### config.mk
export PLATFORM = sky130hd
export DESIGN_NAME = lct_ram
export DESIGN_NICKNAME = d
export VERILOG_FILES = /design/src/rtl/core/lct_ram.sv
export SDC_FILE = /design/constraint.sdc
export NUM_CORES = 2
export LEC_CHECK = 0
export ABC_CLOCK_PERIOD_IN_PS = 6700
export BUFFER_PORTS_ARGS = -buffer_cell sky130_fd_sc_hd__buf_4
export CAP_MARGIN = 30
export CORE_MARGIN = 2
export CORE_UTILIZATION = 45
export DETAILED_ROUTE_END_ITERATION = 6
export PLACE_DENSITY = 0.69
export SLEW_MARGIN = 25
export SYNTH_ARGS = -nofsm -noshare
export SYNTH_HDL_FRONTEND = slang
export SYNTH_SLANG_ARGS = --single-unit
### constraint.sdc
create_clock -name clk -period 6.7 [get_ports clk]
set_input_delay 1.34 -clock clk [delete_from_list [all_inputs] [get_ports clk]]
set_output_delay 1.34 -clock clk [all_outputs]
set_load 0.05 [all_outputs]
### src/rtl/core/lct_ram.sv
// lct_ram: generic single-write, single-read RAM with registered read.
// No dependencies.
module lct_ram #(
  parameter int WIDTH = 64,
  parameter int DEPTH = 64
) (
  input  logic                     clk,
  input  logic                     we,
  input  logic [$clog2(DEPTH)-1:0] waddr,
  input  logic [WIDTH-1:0]         wdata,
  input  logic [$clog2(DEPTH)-1:0] raddr,
  output logic [WIDTH-1:0]         rdata
);

  logic [WIDTH-1:0] mem [DEPTH];

  // write port and registered read port
  always_ff @(posedge clk) begin
    if (we) begin
      mem[waddr] <= wdata;
    end
    rdata <= mem[raddr];
  end

endmodule

# == After elaboration in Yosys (flattened, before gate mapping) ==
# Memory sizes are Yosys's and may differ from the RTL's. A register that Yosys moved wholly into a read port is not among the register bits.
# Cells that the tools add are included.
# totals
reg_bits,0
ramBits,4096
inputBits,78
output_inout_bits,64
wordCells,3
memories,1
# classes
mux,2
# mem_list
name,depth,width,rd,rd_ports_with_merged_regs,wr,line,source
mem,64,64,1,1,1,15,logic [WIDTH-1:0] mem [DEPTH];
# op_table
operator,n
two-way mux 1 bit,2

# == Longest topological paths before layout ==
# depth
word_depth,2
depth_mapped,9
ltp_nobuf,5

# == Worst setup path before layout ==
# No wires, ideal clock.
# synth_path
path_kind,input -> register
from,input port waddr[3]
to,"memory mem[48][0], enable pin"
setup_time_ps,564
t_arrival_ps,6212
required_ps,6136
slack_ps,-76
cell_stages,4
cell_sequence,clkbuf_1 nor2b_1 nand4b_1 nor3_1
# synth_rtl
element,line,source
from (decl),9,"input logic [$clog2(DEPTH)-1:0] waddr,"
to (decl),15,
# Straight into the memory's write port.

==> flow_metrics.py <==
metrics = {
    "cells_and_area": {
        "fin_area_um2": 177600,
        "final-seq-area_um2": 124300,
        "multi_input_area_um2": 30790,
        "drive_gt1_share_pct": 28.11,
        "syn_to_final_growth_pct": 13.60,
        "final_common_cell": "edfxtp_1",
        "final_nets": 7050,
        "layout_common_cells": "edfxtp_1 (4096), mux4_2 (1024), clkbuf_16 (400)",
        "fillCellCount": 26039,
    },
    "hold_path": {
        "min_path_type": "flip-flop to flip-flop",
        "holdPathEnd": "rdata[10]",
        "worst_hold_startpoint": "mem[38][10]",
        "holdPathStages": 4,
    },
    "logic_synthesis": {
        "synth_area_um2": 156300,
        "synthCells": 6598,
        "ys_seq_area_share_pct": 79.49,
        "ys.flop_type": "edfxtp_1",
        "ys_seq_elements": 4160,
        "synth_cell_types": 33,
        "synth_edf_count": 4096,
        "syn_nets": 6676,
        "avgSynthCellArea_um2": 23.70,
        "async_flop_share_pct": 0,
        "synth_warnings": 0,
    },
    "critical_path": {
        "worstPathArrival_ns": 4.39,
        "required_ns": 7.41,
        "timing.rr.start": "mem[58][50]",
        "r2r-end": "rdata[50]",
        "cp-start-kind": "input port",
        "r2r_cells": 4,
        "worstPathCellList": "buf_8, buf_12, nor2b_4, buf_12, a22oi_1, and3_1, a211oi_1",
        "cpPeakStageDelay_ns": 0.78,
        "cp_slowest_cell": "a211oi_1",
        "r2r_setup_slack_ns": 4.48,
        "worst_setup_path_end_kind": "flip-flop",
        "crit_type": "input port to flip-flop",
        "cp_common_cell": "buf_12",
        "crit_fanout": 70,
    },
    "global_routing": {
        "grt_use_total_pct": 23.42,
        "grt_pass1_vias": 75662,
        "antenna_found_initial": 23,
        "gr-total-overflow": 0,
        "grt_max_degree": 111,
        "grt_pass1_wl_um": 585600,
    },
    "timing": {
        "tns_ns": 0,
        "max_freq_mhz": 271.9,
        "max_slew_margin_pct": 25.49,
        "period_minus_slack_ns": 3.678,
        "finClkSkew_ns": 0.07239,
        "drv_slew": 0,
        "fin_crit_sh_pct": 54.90,
        "grt_setup_unrepaired": "no",
        "setup_viol": 0,
        "finalHoldViolCount": 0,
        "max_slew.worst_pin.slew_ns": 1.118,
    },
    "floorplanning": {
        "num_rows": 216,
        "die_h_um": 593.4,
        "core_um2": 345900,
        "fp.dieArea_um2": 352200,
        "start_util_pct": 45.20,
        "ios": 142,
        "die_x_um": 593.4,
    },
    "clock_tree": {
        "path_clk_slew_ns": 0.06,
        "cts.sinks": 4160,
        "cts_setup_buffers": 0,
        "clk_latency_ns": 0.93,
        "ctsHoldBuffers": 0,
        "cts_tree": "built",
        "root_buffer": "clkbuf_16",
        "clockBufferDepth": 4,
        "ctsResizeCount": 0,
        "cts_buffers": 392,
        "cts_htree_levels": 5,
    },
    "route": {
        "via_per_inst": 6.377,
        "drt_pass1_iterations": 5,
        "wl_per_cell_um": 34.99,
        "ant_nets": 0,
        "vias": 75835,
        "wirelength_um": 416100,
        "drt-initial-drc-count": 10889,
        "route.detailed.drc": 0,
    },
    "pwr": {
        "switchingPower_mw": 11.30,
        "vdd_ir_drop_max_v": 0.0002376,
        "swShare_pct": 20.94,
        "power.internal_mw": 42.66,
        "powerDensity_nw_per_um2": 303.8,
        "clockPowerShare_pct": 41.4,
        "p_comb_share_pct": 4.9,
        "leakagePower_nw": 54.97,
        "seqPwrFrac_pct": 53.6,
    },
    "flow_run": {
        "maxCapViolCount": 0,
    },
    "place": {
        "globalplace.congestion": 0.7954,
        "io_buffers": 141,
        "hpwl_um": 211300,
        "placed_cell_area_um2": 164600,
    },
    "status": {
        "status": "complete, no violations",
    },
}
-- power by group through the flow --
stage               clock network (mW)  registers (mW)  logic (mW)
finish                            22.4            28.9        2.65
global route                      23.6            28.9        2.79
CTS                               22.6            29.0        2.66
detailed placement                   0            29.5        2.65
global placement                     0            29.5        2.60
floorplan                            0            29.6        1.34
-- cell type report --
type	count	area share, %
inverters	19	0.04015
diodes	18	0.02536
well taps	4578	3.225
clock buffers	517	6.001
repair buffers	350	2.155
multi-input cells	2049	17.33
flip-flops and latches	4160	69.97
clock inverters	201	1.248
-- logic make-up after synthesis --
group	after synthesis	share of synthesized area, %
AOI/OAI and AO/OA	504	2.477
buffers and inverters	389	1.180
DFF	4160	79.49
muxes	1159	15.61
and+or+nand+nor	386	1.240
-- sequential cells by signal, summed over array words and instances, names as in the netlist --
name	count
mem	4096
rdata	64
-- cells in the mapped netlist (11+ instances only) --
library cell	number	share of area, %
a211oi_1	63	0.30
a22o_1	88	0.49
a22oi_1	168	0.81
a2bb2oi_1	19	0.11
a31oi_1	18	0.072
a41oi_1	26	0.15
and3_1	64	0.26
buf_1	20	0.048
buf_2	170	0.54
buf_4	34	0.16
clkbuf_1	140	0.34
dfxtp_1	64	0.82
edfxtp_1	4096	79
inv_1	19	0.046
mux2i_1	135	0.86
mux4_2	1024	15
nand2_1	58	0.14
nand2b_1	11	0.044
nand3_1	45	0.14
nor2_1	112	0.27
nor2b_1	28	0.11
o221ai_1	38	0.21
o22ai_1	83	0.33
or2_2	28	0.11
or3_1	29	0.12
-- per-stage QoR --
stage          hold slack, ns  cells  setup WS [ns]  total power [mW]  utilization [%]
2_1_floorplan          0.7878   6598          1.330             30.97                -
3_3_place_gp           0.8226  11137          2.180             32.10            47.49
5_1_grt                0.8734  11880          3.004             55.33            51.33
6_report               0.8257  11892          3.022             53.96            51.34
4_1_cts                0.8231  11870          3.157             54.23            51.31
3_5_place_dp           0.8320  11152          2.188             32.16            47.58
-- critical path, delay by kind of cell --
family	cells	cell delay, ns
buf+inv	3	1.38
compound gates	2	0.91
simple gates	2	0.52
-- how the worst max path moves through the flow --
stage / from / end / slack, ns / cells past startpoint
floorplan: waddr[5] / mem[39][0] / 1.33 / 4
global placement: raddr[0] / rdata[31] / 2.18 / 8
detailed placement: raddr[0] / rdata[31] / 2.19 / 8
CTS: raddr[0] / rdata[31] / 3.16 / 8
global route: raddr[0] / rdata[51] / 3.00 / 7
finish: raddr[2] / rdata[51] / 3.02 / 7
-- layer usage --
layer | share of wire (%) | vias up | GRT usage, %
met1 | 37 | 41137 | 31.99
met3 | 10 | 786 | 4.299
li1 | - | 29238 | -
met4 | 3.8 | 4 | 8.068
met2 | 49 | 4670 | 38.15
met5 | 0.0050 | - | 0
Power figures use the tool's default switching activity.
